## config.mk

```make
export PLATFORM = sky130hd
export DESIGN_NAME = bcr_decode
export DESIGN_NICKNAME = d
export VERILOG_FILES = /design/src/bfloat16_cube_root_macros.svh /design/src/bcr_pkg.sv /design/src/bcr_decode.sv
export SDC_FILE = /design/constraint.sdc
export NUM_CORES = 1
export LEC_CHECK = 0
export BUFFER_PORTS_ARGS = -buffer_cell sky130_fd_sc_hd__buf_2
export CAP_MARGIN = 5
export CORE_MARGIN = 1
export CORE_UTILIZATION = 36
export DETAILED_ROUTE_END_ITERATION = 8
export HOLD_SLACK_MARGIN = 0.1
export PLACE_DENSITY = 0.59
export SYNTH_ARGS = -nofsm -noshare
export SYNTH_HDL_FRONTEND = slang
export SYNTH_SLANG_ARGS = --single-unit
```

## constraint.sdc

```tcl
create_clock -name clk_i -period 4.4 [get_ports clk_i]
set_input_delay 0.22 -clock clk_i [delete_from_list [all_inputs] [get_ports clk_i]]
set_output_delay 0.22 -clock clk_i [all_outputs]
set_load 0.03 [all_outputs]
```

## src/bfloat16_cube_root_macros.svh

```systemverilog
// Assertion macros shared by the cube root RTL.
`ifndef BFLOAT16_CUBE_ROOT_MACROS_SVH
`define BFLOAT16_CUBE_ROOT_MACROS_SVH

// Same-cycle implication, sampled on clk_i and disabled while rst_ni is low.
`define BCR_ASSERT_NOW(lbl, ante, cons, msg) \
  lbl: assert property (@(posedge clk_i) disable iff (!rst_ni) (ante) |-> (cons)) \
    else $error(msg);

// Next-cycle implication, sampled on clk_i and disabled while rst_ni is low.
`define BCR_ASSERT_NEXT(lbl, ante, cons, msg) \
  lbl: assert property (@(posedge clk_i) disable iff (!rst_ni) (ante) |=> (cons)) \
    else $error(msg);

`endif

```

## src/bcr_pkg.sv

```systemverilog
// Types and constants shared by the bfloat16 cube root pipeline.
`timescale 1ns / 1ps
`default_nettype none

package bcr_pkg;

  localparam int Y_W       = 48;  // signed accumulator, 40 fraction bits
  localparam int R_W       = 10;  // scaled significand, 7 fraction bits
  localparam int M_W       = 7;   // signed exponent third
  localparam int K_W       = 6;   // leading-one position in the accumulator
  localparam int NUM_CELLS = 6;   // Horner steps after the leading coefficient

  typedef logic signed [Y_W-1:0] acc_t;

  // Polynomial coefficients, highest degree first, scaled by 2^40.
  localparam acc_t COEF [NUM_CELLS+1] = '{
    -48'sd19100749,
    48'sd576262900,
    -48'sd7169741793,
    48'sd48233829404,
    -48'sd198312635322,
    48'sd632539573282,
    48'sd625192837686
  };

  typedef struct packed {
    logic                    special;  // zero, infinity or NaN: pass through
    logic [15:0]             x;
    logic signed [M_W-1:0]   m;
  } meta_t;

  typedef struct packed {
    meta_t          meta;
    logic [R_W-1:0] r;
    acc_t           y;
  } cell_t;

  typedef struct packed {
    meta_t          meta;
    logic [Y_W-1:0] v;
    logic [K_W-1:0] k;
  } norm_t;

endpackage

`default_nettype wire

```

## src/bcr_decode.sv

```systemverilog
// Operand decode stage: splits the exponent into a multiple of three and a remainder.
`timescale 1ns / 1ps
`default_nettype none

module bcr_decode
  import bcr_pkg::*;
(
  input  wire logic        clk_i,
  input  wire logic        rst_ni,
  input  wire logic        valid_i,
  output logic             ready_o,
  input  wire logic [15:0] x_i,
  output logic             valid_o,
  input  wire logic        ready_i,
  output cell_t            data_o
);

  logic  valid_q, valid_d;
  logic  load;
  cell_t data_q, data_d;

  assign ready_o = !valid_q || ready_i;
  assign load    = valid_i && ready_o;
  assign valid_d = load ? 1'b1 : (ready_i ? 1'b0 : valid_q);

  always_comb begin
    logic [7:0]  ef;
    logic [6:0]  fr;
    logic [2:0]  p;
    logic [7:0]  mant;
    logic [8:0]  t;
    logic [16:0] qp;
    logic [7:0]  q;
    logic [8:0]  rem;
    ef = x_i[14:7];
    fr = x_i[6:0];
    p  = '0;
    for (int i = 0; i < 7; i++) begin
      if (fr[i]) begin
        p = 3'(i);
      end
    end
    // Biased by 135 so that the exponent is non-negative and a multiple of three apart.
    if (ef == 8'd0) begin
      mant = 8'({1'b0, fr} << (3'd7 - p));
      t    = {6'd0, p} + 9'd2;
    end else begin
      mant = {1'b1, fr};
      t    = {1'b0, ef} + 9'd8;
    end
    qp  = 17'(t) * 17'd171;
    q   = qp[16:9];
    rem = t - {q, 1'b0} - {1'b0, q};
    data_d.meta.special = (x_i[14:0] == 15'd0) || (ef == 8'hFF);
    data_d.meta.x       = x_i;
    data_d.meta.m       = $signed(7'(q) - 7'd45);
    data_d.r            = {2'b00, mant} << rem[1:0];
    data_d.y            = COEF[0];
  end

  always_ff @(posedge clk_i or negedge rst_ni) begin
    if (!rst_ni) begin
      valid_q <= 1'b0;
    end else begin
      valid_q <= valid_d;
    end
  end

  always_ff @(posedge clk_i) begin
    if (load) begin
      data_q <= data_d;
    end
  end

  assign valid_o = valid_q;
  assign data_o  = data_q;

endmodule

`default_nettype wire

```

[Word-level counts from Yosys, hierarchy flattened]
Cells that the tools add are included.
Word-level totals
  register bits: 35
  input port bits: 20
  output and inout bits: 84
  word-level logic and storage cells: 32
Operators by class
  add/subtract/negate cells: 6
  $mul: 1
  equality and inequality tests: 1
  shift-type cells: 2
  multiplexer cells: 10
  reductions and logical operators: 7
Operators by type and width (count)
  $mul 9x8->16 const B: 1
  $logic_not 15->1: 1
  $mux 3: 4
  $shl 8x2->10: 1
  $add 8x4->9 const B: 1
  $mux 9: 1
  $eq 8x8->1 const B: 1
  $logic_not 8->1: 1
  $mux 8: 1
  $shl 7x3->8: 1
  $sub 7x6->7 const B: 1
  $add 3x2->4 const B: 1
  $sub 2x2->2: 2
  $mux 1: 3
  $sub 3x3->3 const A: 1
  $logic_or 1x1->1: 2
  $mux 2: 1
  $reduce_bool 2->1: 1
  $logic_and 1x1->1: 1
  $logic_not 1->1: 1

[Logic depth before layout (Yosys ltp)]
Gate-level depths: netlist (run 1).
  depth in word-level cells: 12
  mapped depth: 28
  mapped depth without buffers: 27

[Worst setup path before layout (run 1)]
No wires, ideal clock.
  kind: input to register
  start: input x_i[11]
  end: register data_q (netlist bit data_o[56]), data pin
  arrival time: 5.905 ns
  required time: 4.126 ns
  slack: -1.778 ns
  stages on the path: 22
  path buffers: 2
  cell sequence: or4_1 -> or2_2 -> clkbuf_1 -> and2_1 -> ha_1 -> inv_1 -> fa_1 -> inv_1 -> fa_1 -> inv_1 -> fa_1 -> inv_1 -> ha_1 -> and2_1 -> o21a_1 -> a311oi_1 -> nand2_1 -> ha_1 -> xnor2_1 -> xnor2_1 -> clkbuf_1 -> o21ai_0
RTL lines
  start: declaration: line bcr_decode.sv:12  | input wire logic [15:0] x_i,
  end signal: assignment: line bcr_decode.sv:71  | data_q <= data_d;
  end: declaration: line bcr_decode.sv:20  | cell_t data_q, data_d;

==> results of run 1 <==
==> state kept, by name, summed over array words and instances (netlist names) <==
name,cells
data_o,34
valid_o,1
==> metal layers <==
layer | global-route usage | part of all wire | vias up
met5 | 0 | 0 | -
met4 | 0.0737 | 0.034 | 0
met3 | 0.0197 | 0.047 | 22
met2 | 0.325 | 0.51 | 108
met1 | 0.188 | 0.41 | 1512
li1 | - | - | 1536
==> layout by cell type, fill, tap and decap left out, types with 5 or more instances in the layout <==
cell type	count
buf_4	93
buf_2	53
conb_1	48
inv_1	43
ha_1	42
edfxtp_1	34
nor2_1	19
nand2_1	19
fa_1	14
xnor2_1	10
buf_6	10
nand3_1	9
a21oi_1	8
o21ai_0	7
mux2i_1	6
ha_4	5
clkbuf_8	5
==> worst min-delay path by stage <==
stage	startpoint	to	slack [ns]	depth (start not counted)
after floorplan	rst_ni	valid_o	-0.08	0
after global placement	rst_ni	valid_o	-0.006	1
after detailed placement	rst_ni	valid_o	-0.003	1
after global routing	valid_i	valid_o	0.13	2
after CTS	x_i[15]	data_o[80]	0.11	1
final	valid_i	valid_o	0.13	2
==> area by class of cell <==
| class | instances | area, µm² | share of cell area |
|---|---|---|---|
| Inverter | 47 | 176 | 0.0344 |
| Timing Repair Buffer | 158 | 1100 | 0.214 |
| Tap cell | 133 | 166 | 0.0325 |
| Clock inverter | 3 | 43.8 | 0.00855 |
| Multi-Input combinational cell | 289 | 2530 | 0.493 |
| Sequential cell | 35 | 1050 | 0.204 |
| Clock buffer | 5 | 68.8 | 0.0134 |
==> timing repair <==
action                                  CTS  global route
pin swaps                                12             7
endpoints found under the hold margin     1             1
cloned                                    1             0
endpoints found under the setup margin   17            17
setup buffers                            33             3
resized for setup                        26            17
hold buffers                              1             1
==> kinds of logic after synthesis <==
kind of cell	synth area share
xor+xnor	0.0428
fa+ha+maj	0.236
compound gates	0.121
flops	0.284
other cells	0.00204
buf+inv	0.158
mux	0.0312
simple gates	0.126
==> synth_stat cells, types with 3 or more instances <==
cell	n	area [µm²]
buf_4	48	360
ha_1	47	588
inv_1	47	176
edfxtp_1	34	1020
nor2_1	25	93.8
nand2_1	22	82.6
fa_1	14	280
xnor2_1	13	114
a21oi_1	10	50.1
nand3_1	10	50.1
clkbuf_1	9	33.8
o21ai_0	9	45.0
mux2i_1	7	70.1
nor3_1	6	30.0
xor2_1	5	43.8
and2_1	4	25.0
mux2_2	4	45.0
nand2b_1	4	25.0
o21a_1	4	30.0
a21o_1	3	22.5
nor4b_1	3	26.3
or3_1	3	18.8
==> power by group <==
group          switching [mW]  total (mW)  internal, mW
logic                    1.75        3.57          1.82
registers              0.0193       0.630         0.611
clock network           0.122       0.291         0.169
total                    1.89        4.49          2.60
==> critical path, delay by kind of cell <==
kind            cells  cell delay [ns]
xor+xnor            1             0.19
buf+inv            30             3.74
simple gates        2             0.65
compound gates      1             0.36
mux                 1             0.21
==> results summary, run 1 <==
For this run, the number of Yosys warnings is 0. The floorplan row count is 36. The slowest library cell on the worst path is or4_4.

The total power density per cell area came out at 876 nW/µm². The most critical setup path has its endpoint at data_o[50]. The number of clock buffers inserted by TritonCTS is 5. The path class of the tightest hold or removal check is in -> reg.

STA classifies the critical path startpoint as a primary input. Of the cells placed in the final design, the portion with a size suffix greater than 1 is 0.412. In this run the standard cell core region covers 9860 µm². The clock-pin slew on the worst setup and hold paths came out at 0.08 ns.

The fraction of the core area covered by cells at the end of the flow came out at 0.519. The synthesis-to-finish area growth is 39.1%. In the synthesized netlist, the number of instances is 384. The number of different library cells in the post-synthesis netlist came out at 62. The floorplan die height came out at 103 µm. The synthesized area divided by synthesized cell count came out at around 9.6 µm².

The max-slew violation count is 0. The beginning of the critical path is x_i[14]. The area of placed instances came out at 4530 µm². The post-layout instance count excluding filler cells is 670.

The initial antenna violation count is 0. Among the stages of the critical path, the cell type that occurs most often is buf_4. The filler cell count in the final layout came out at 874. The number of vias in the routed layout is 3178. For this design the static power due to leakage is 2.46 nW. The sequential fraction of the synthesis area came out at 0.284.

The critical path arrival is between 5 and 6 ns. The iteration-0 DRC count of the detailed router came out at 96. The worst setup path is of the in -> reg kind.

The checks that failed: negative setup slack. The number of remaining DRC errors came out at 0. The start of the worst register-to-register path is valid_o.

The run finished, with violations left. The power consumption came out at 4.49 mW. Dividing the final minimum period by the clock period gives 1.20. The reported max-cap violation count is 0.

The number of nets in the layout is slightly above 600. The depth of the worst register-to-register path came out at 3. The total routing resource utilization after global routing came out at 0.170. Setup repair after global routing could not meet its margin everywhere.

The worst setup path is captured at a flop. The worst register-to-register path ends at data_o[59]. Along the worst path, the maximum fanout reaches 6. The final clock skew came out at 0.00570 ns.

The first detailed-routing pass took 4 iterations. The first global-routing pass estimated around 14000 µm of wire. For this configuration, the core starts out at a cell density of 0.373.

The mapped netlist covers between 3000 and 4000 µm². The design area is 5120 µm². The required time at the endpoint of the critical path is around 4.5 ns. The proportion of synthesized flip-flops having asynchronous set or reset came out at 0.0286. Input and output buffers added on the ports amount to 55. The final routed wire length divided by cell count is 12.7 µm. Counting flops with a built-in enable in the synthesized netlist gives 34. The clock tree synthesis step divided the H-tree into 2 levels. The count of final hold-check violations came out at 0. The number of synthesized register bits came out at 35. The slack of the worst reg-to-reg path came out at about 3 ns.

The sum of overflow across all layers after global routing is 0. The final routed wirelength across all metal layers came out at about 8500 µm. The count of endpoints failing setup in the final report is 16. In this run, placement finished with an instance count of around 630. After detailed routing, the number of vias per cell comes to approximately 4.7. Once detailed placement completed, the half-perimeter wirelength came to around 6200 µm. At the later pin of the worst-skew pair, clock insertion delay measures 0.29 ns. The count of nets left with antenna violations once routing finished came out at 0. The global placement routability congestion came out at 0.841.

The die covers approximately 11000 µm². The highest cell delay on the worst timing path is around 0.56 ns. The upper clock frequency limit is 190 MHz. Entering global routing, the biggest net connects 35 pins. During I/O placement, the number of pins put on the boundary was 104. The die is 103 µm wide. The CTS sink count came out at 35. TritonCTS built the clock tree. The clock period minus final worst setup slack came out at roughly 5.3 ns.

Across all hold checks on the routed design, the worst slack comes to 0.126 ns. The antenna diode instance count came out at 0. The worst slack after detailed placement came out at -1.17 ns. The final worst setup slack came out at -0.870 ns.

After routing, the total negative slack on setup checks comes to -11.73 ns. The via count of the first global-routing pass came out at 3123. The tree is rooted in a clkbuf_8. The maximum buffer depth of the clock tree came out at 2. Among all flip-flop cells after synthesis, the most frequent one is edfxtp_1. Across the VDD grid, the largest voltage drop is 0.622 mV.
(Power assumes the default switching activity.)
==> run 2: changes to the inputs <==
--- a/config.mk
+++ b/config.mk
@@ -10,8 +10,10 @@
 export CORE_MARGIN = 1
 export CORE_UTILIZATION = 36
 export DETAILED_ROUTE_END_ITERATION = 8
+export GPL_ROUTABILITY_DRIVEN = 0
 export HOLD_SLACK_MARGIN = 0.1
 export PLACE_DENSITY = 0.59
+export REMOVE_ABC_BUFFERS = 1
 export SYNTH_ARGS = -nofsm -noshare
 export SYNTH_HDL_FRONTEND = slang
 export SYNTH_SLANG_ARGS = --single-unit
==> results summary, run 2 (synthesis results as in run 1) <==
The worst hold path was traced through 2 stages. The number of detailed-route iterations in the first pass is 4. The worst slew slack as a fraction of its limit came out at 0.654.

The critical path arrival came out at 5.46 ns. Summing over every cut layer, the via total after detailed routing is 3146. Entering global routing, the biggest net connects 35 pins. The worst hold path begins at valid_i. The antenna diode instance count came out at 0. The final total negative setup slack is -13.58 ns. For hold timing, the worst endpoint is valid_o.

The transition at the pin with the smallest max-transition slack came out at between 0.5 and 0.6 ns. The root buffer cell chosen for the clock tree is clkbuf_8. The clock period minus final worst setup slack came out at about 5.4 ns. The CTS tree is built. The cell leakage power came out at 2.46 nW.

The worst-case vdd ir drop is 0.513 mV. The insertion delay of the later-clocked pin in the worst-skew pair came out at roughly 0.31 ns. The worst hold-check slack came out at between 0.1 and 0.15 ns.

The upper clock frequency limit is 185 MHz. The worst setup path is launched from a primary input. The flow ran to the end, but the final reports show violations. The final routed wire length divided by cell count came out at 13.1 µm. The largest fanout on the critical path came out at 4.

The worst register-to-register path begins at valid_o. The final routed wirelength across all metal layers is around 8800 µm. By startpoint and endpoint, the worst setup path is classified as in -> reg. After detailed placement, the total cell area comes to 4420 µm². The count of final hold-check violations was 0. The total routing resource utilization after global routing came out at 0.177. The clock-pin slew on the worst setup and hold paths is around 0.08 ns. The maximum buffer depth of the clock tree is 2.

The detailed placement HPWL came out at approximately 6000 µm. Leaving out fill and tap cells, the most frequent cells in the layout are buf_4, buf_2, conb_1. The CTS sink count came out at 35.

The max-slew violation count came out at 0. The slack of the worst reg-to-reg path is ~3 ns. The flip-flop count of the largest register, all copies and words added is 34. The core area is 9860 µm². The required time at the endpoint of the critical path came out at roughly 4.5 ns. The number of top-level pins is between 100 and 150. Timing analysis after detailed placement gives a worst setup slack of -1.63 ns. The ratio of routed vias to standard cells came out at approximately 4.7. The iteration-0 DRC count of the detailed router came out at about 130. The total power density per cell area came out at approximately 890 nW/µm². The via count of the first global-routing pass is a little over 3000. The final reports fail on negative setup slack. The count of input and output buffers came out at 55. After detailed routing, the number of remaining DRC violations is 0.

Leaving out fill and tap cells, the most frequent cell in the layout is buf_4. The final clock skew is roughly 0.012 ns. The sum of overflow across all layers after global routing came out at 0. The count of endpoints failing setup in the final report is 17. The number of cells on the worst reg-to-reg path is 3. The initial utilization of the core area, before any placement, comes to 0.373. In this run the vertical extent of the chip is 103 µm.

The die span in x came out at 103 µm. The first-pass GRT wire length is between 10000 and 15000 µm. The capture instance of the worst register-to-register path is data_o[72]. Setup repair after global routing could not meet its margin everywhere. The fraction of the cycle the final worst path needs is 1.23. Once layout is complete, the utilization of the core stands at 0.515.

Compared with the post-synthesis result, the final layout area differs by 38.0%. The design area is between 5000 and 6000 µm². The final worst setup slack is -0.994 ns. The post-detailed-route count of antenna-violating nets is 0.

The number of clock buffers added by TritonCTS is 5. The initial antenna violation count came out at 0. The reported max-cap violation count is 0.

The type of element capturing the critical path is a flop. The total die area is 10600 µm². CTS built an H-tree with a depth of 2. The type of the tightest min-delay check is in -> reg.

The initialized floorplan defines 36 standard-cell rows. The fraction of final layout cells sized beyond drive strength 1 came out at 0.413. The number of nets in the layout came out at 622.
## run 2: worst max-delay path by stage
stage                     startpoint          to  slack [ns]  cells after the start
after floorplan              x_i[11]  data_o[56]       -1.83                     20
after global placement       x_i[11]  data_o[64]       -1.49                     25
after detailed placement     x_i[12]  data_o[64]       -1.63                     26
after CTS                     x_i[8]  data_o[55]       -0.91                     24
after global routing         x_i[12]  data_o[64]       -1.24                     26
final                        x_i[12]  data_o[64]       -0.99                     25
## run 2: layer usage
metal	vias to the layer above	GRT usage	share of wire	wire length (µm)
met2	134	0.305	0.47	4190
met5	-	0	0	0
met3	21	0.0271	0.046	411
li1	1552	-	-	-
met1	1439	0.211	0.44	3900
met4	0	0.0932	0.039	345
## run 2: repair_timing
item / CTS / global route
setup buffers: 36 / 5
setup endpoints to repair: 17 / 17
pin swaps: 29 / 16
endpoints found under the hold margin: 2 / 0
cloned: 1 / 0
hold buffers: 2 / 0
gates resized for setup: 32 / 30
## run 2: metrics by stage
| step | cells | power, mW |
|---|---|---|
| global route | 675 | 4.88 |
| CTS | 673 | 4.23 |
| global placement | 628 | 3.30 |
| detailed placement | 628 | 3.32 |
| finish | 675 | 4.54 |
| floorplan | 371 | 2.36 |
## run 2: where the power goes
| group | internal [mW] | switching, mW |
|---|---|---|
| Clock | 0.111 | 0.129 |
| Sequential | 0.612 | 0.0247 |
| Combinational | 1.90 | 1.77 |
| Total | 2.62 | 1.92 |
## run 2: final cells by class
type                            instances  area [µm²]
Inverter                               47         176
Timing Repair Buffer                  163        1140
Multi-Input combinational cell        289        2470
Sequential cell                        35        1050
Clock buffer                            6        72.6
Fill cell                             853        4780
Tap cell                              133         166
Clock inverter                          2        12.5
## run 2: worst max-delay path, stage by stage
cell	delay, ns
buf_6	0.09
or4_4	0.56
a2111oi_4	0.35
nor2_2	0.09
inv_2	0.09
xnor2_2	0.13
inv_1	0.07
fa_1	0.49
inv_1	0.05
fa_1	0.52
inv_2	0.05
fa_1	0.57
ha_4	0.21
nand4_1	0.10
nor2_1	0.05
o21a_1	0.12
a211o_4	0.37
xor2_2	0.20
inv_2	0.07
ha_4	0.17
nor2_4	0.13
a31oi_1	0.11
o32a_1	0.35
o2111ai_2	0.21
xnor2_1	0.08
==> run 3: changes to the inputs <==
--- a/config.mk
+++ b/config.mk
@@ -7,8 +7,10 @@
 export LEC_CHECK = 0
 export BUFFER_PORTS_ARGS = -buffer_cell sky130_fd_sc_hd__buf_2
 export CAP_MARGIN = 5
+export CORE_ASPECT_RATIO = 1.25
 export CORE_MARGIN = 1
 export CORE_UTILIZATION = 36
+export CTS_BUF_LIST = sky130_fd_sc_hd__clkbuf_8
 export DETAILED_ROUTE_END_ITERATION = 8
 export GPL_ROUTABILITY_DRIVEN = 0
 export HOLD_SLACK_MARGIN = 0.1
==> results summary, run 3 (synthesis results as in run 1) <==
The flow ran to the end, but the final reports show violations. The final reports fail on negative setup slack. The worst slack after detailed placement came out at -1.56 ns. The category of the worst setup path launch point is a primary input. The smallest clock period supported by the final layout is computed as approximately 5.3 ns.

The total internal power came out at 2.56 mW. The number of top-level pins is 104. The required time at the endpoint of the critical path came out at 4.44 ns.

The flip-flop count of the largest register, all copies and words added came out at 34. Summed over all cells, the static leakage comes to 2.48 nW. The count of endpoints failing setup in the final report came out at 16. The final worst setup slack is -0.928 ns. The floorplan step defined a die boundary enclosing 10600 µm². The die span in x came out at 92.5 µm. The final routed wirelength across all metal layers came out at roughly 9000 µm. STA classifies the critical path endpoint as a flop.

The source of the worst hold timing path is valid_i. The number of detailed-route iterations in the first pass came out at 4. Summing all multi-input logic gate instances after layout gives roughly 2500 µm². The number of H-tree branching levels is 2.

The slack of the worst reg-to-reg path came out at 3.05 ns. The final total negative setup slack came out at -12.49 ns. The clock-pin slew on the worst setup and hold paths is ~0.070 ns.

The highest cell delay on the worst timing path is around 0.6 ns. The analysis attributes to net switching a power of between 1.5 and 2 mW. The min-delay analysis places its worst path in the category in -> reg. The library cell used most frequently in the layout, excluding fill and tap cells, is buf_4. The first-pass GRT wire length came out at 14400 µm. Of the cells placed in the final design, the portion with a size suffix greater than 1 is 0.419.

The share of total power dissipated in the clock network is 0.069. The max-slew violation count came out at 0. In this run the critical register-to-register path is captured at data_o[67].

The post-detailed-route count of antenna-violating nets came out at 0. The worst register-to-register path begins at valid_o. Among all stages on the critical path, the largest delay is contributed by or4_4.

The detailed placement HPWL came out at 6350 µm. The transition at the pin with the smallest max-transition slack is approximately 0.52 ns. The core area came out at 9760 µm². The number of vias in the routed layout came out at 3242.

The combinational fraction of design power came out at 0.788. The fraction of the cycle the final worst path needs came out at 1.21. The initial antenna violation count is 0. The antenna diode instance count is 0. The worst register-to-register path has a depth of 3. The iteration-0 DRC count of the detailed router came out at 189. Entering global routing, the biggest net connects 35 pins. The worst slew slack as a fraction of its limit is 0.648. The synthesis-to-finish area growth is 39.6%. TritonCTS built the clock tree. The insertion delay of the later-clocked pin in the worst-skew pair is 0.30 ns. The floorplan step set the die height to 115 µm. VDD sags by at most 0.487 mV. The clock passes through at most 2 buffers. The sum of overflow across all layers after global routing came out at 0. In the layout the commonest cells are buf_4, buf_2, conb_1.

The critical path arrival is roughly 5.4 ns. The sequential cells in the finished layout cover a total of 1050 µm². The final clock skew came out at 0.00698 ns.

The count of input and output buffers came out at 55. The count of final hold-check violations came out at 0. The reported max-cap violation count is 0.

The via count of the first global-routing pass came out at between 3000 and 4000. The total routing resource utilization after global routing came out at 0.172. The initial core utilization came out at 0.377.

The worst hold path terminates at valid_o. The number of nets in the layout is a little over 600. The final routed wire length divided by cell count came out at between 10 and 15 µm. The number of clock buffers inserted by TritonCTS came out at 5.

Along the worst path, the maximum fanout reaches 4. Setup repair after global routing could not meet its margin everywhere. The upper clock frequency limit came out at 188 MHz.

The ratio of routed vias to standard cells came out at slightly below 5. The fraction of power spent switching nets came out at 0.423. The filler cell count in the final layout is 874.

The CTS sink count is 35. The total power density per cell area is 863 nW/µm². The type of the worst setup path is in -> reg. The share of total power dissipated in sequential elements is 0.143. The floorplan row count is 40. The worst hold path stage count is 2. The number of remaining DRC errors is 0. The cell sitting at the root of the clock tree is a clkbuf_8.
-- run 3: layer usage --
metal	part of all wire	track usage	up-vias
met5	0	0	-
met4	0.035	0.0938	0
met3	0.043	0.0179	26
met2	0.54	0.341	148
met1	0.38	0.174	1522
li1	-	-	1546
-- run 3: worst max path at each step --
stage	slack, ns	endpoint	depth (start not counted)	startpoint
final	-0.93	data_o[64]	26	x_i[12]
after CTS	-0.89	data_o[64]	26	x_i[10]
after global placement	-1.45	data_o[64]	25	x_i[11]
after detailed placement	-1.56	data_o[64]	26	x_i[11]
after global routing	-1.07	data_o[64]	26	x_i[10]
after floorplan	-1.83	data_o[56]	20	x_i[11]
-- run 3: power by group through the flow --
stage	combinational [mW]	clock (mW)	sequential (mW)
4_1_cts	3.23	0.309	0.635
3_5_place_dp	2.51	0	0.642
3_3_place_gp	2.48	0	0.642
5_1_grt	3.81	0.318	0.640
6_report	3.50	0.307	0.633
2_1_floorplan	1.53	0	0.834
-- run 3: layout make-up --
type                    instances  area share
clock buffers                   6      0.0161
clock inverters                 2     0.00754
inverters                      47      0.0343
multi-input cells             289       0.484
flip-flops and latches         35       0.203
well taps                     126      0.0307
repair buffers                163       0.224
-- run 3: what timing repair did --
| action | CTS | global route |
|---|---|---|
| buffers inserted | 35 | 6 |
| gates cloned | 1 | 0 |
| gates resized for setup | 52 | 23 |
| pin swaps | 35 | 11 |
| setup endpoints to repair | 17 | 17 |
| hold buffers | 2 | 0 |
| hold endpoints to repair | 2 | 0 |
-- run 3: through the flow --
step / hold WS [ns] / cell area, µm² / cells / total power [mW] / util
2_1_floorplan: -0.0756 / 3450 / 371 / 2.36 / -
4_1_cts: 0.125 / 5040 / 665 / 4.17 / 0.517
3_3_place_gp: -0.00421 / 4400 / 621 / 3.12 / 0.451
5_1_grt: 0.144 / 5140 / 668 / 4.77 / 0.527
6_report: 0.127 / 5140 / 668 / 4.44 / 0.527
3_5_place_dp: -0.00303 / 4400 / 621 / 3.16 / 0.451
-- run 3: worst max-delay path: cells and delay by family --
kind | cells | cell delay (ns)
xor gates and xnor gates | 3 | 0.46
AOI/OAI and AO/OA | 6 | 1.32
adders and majority gates | 5 | 1.93
buffers and inverters | 6 | 0.42
and+or+nand+nor | 6 | 1.02
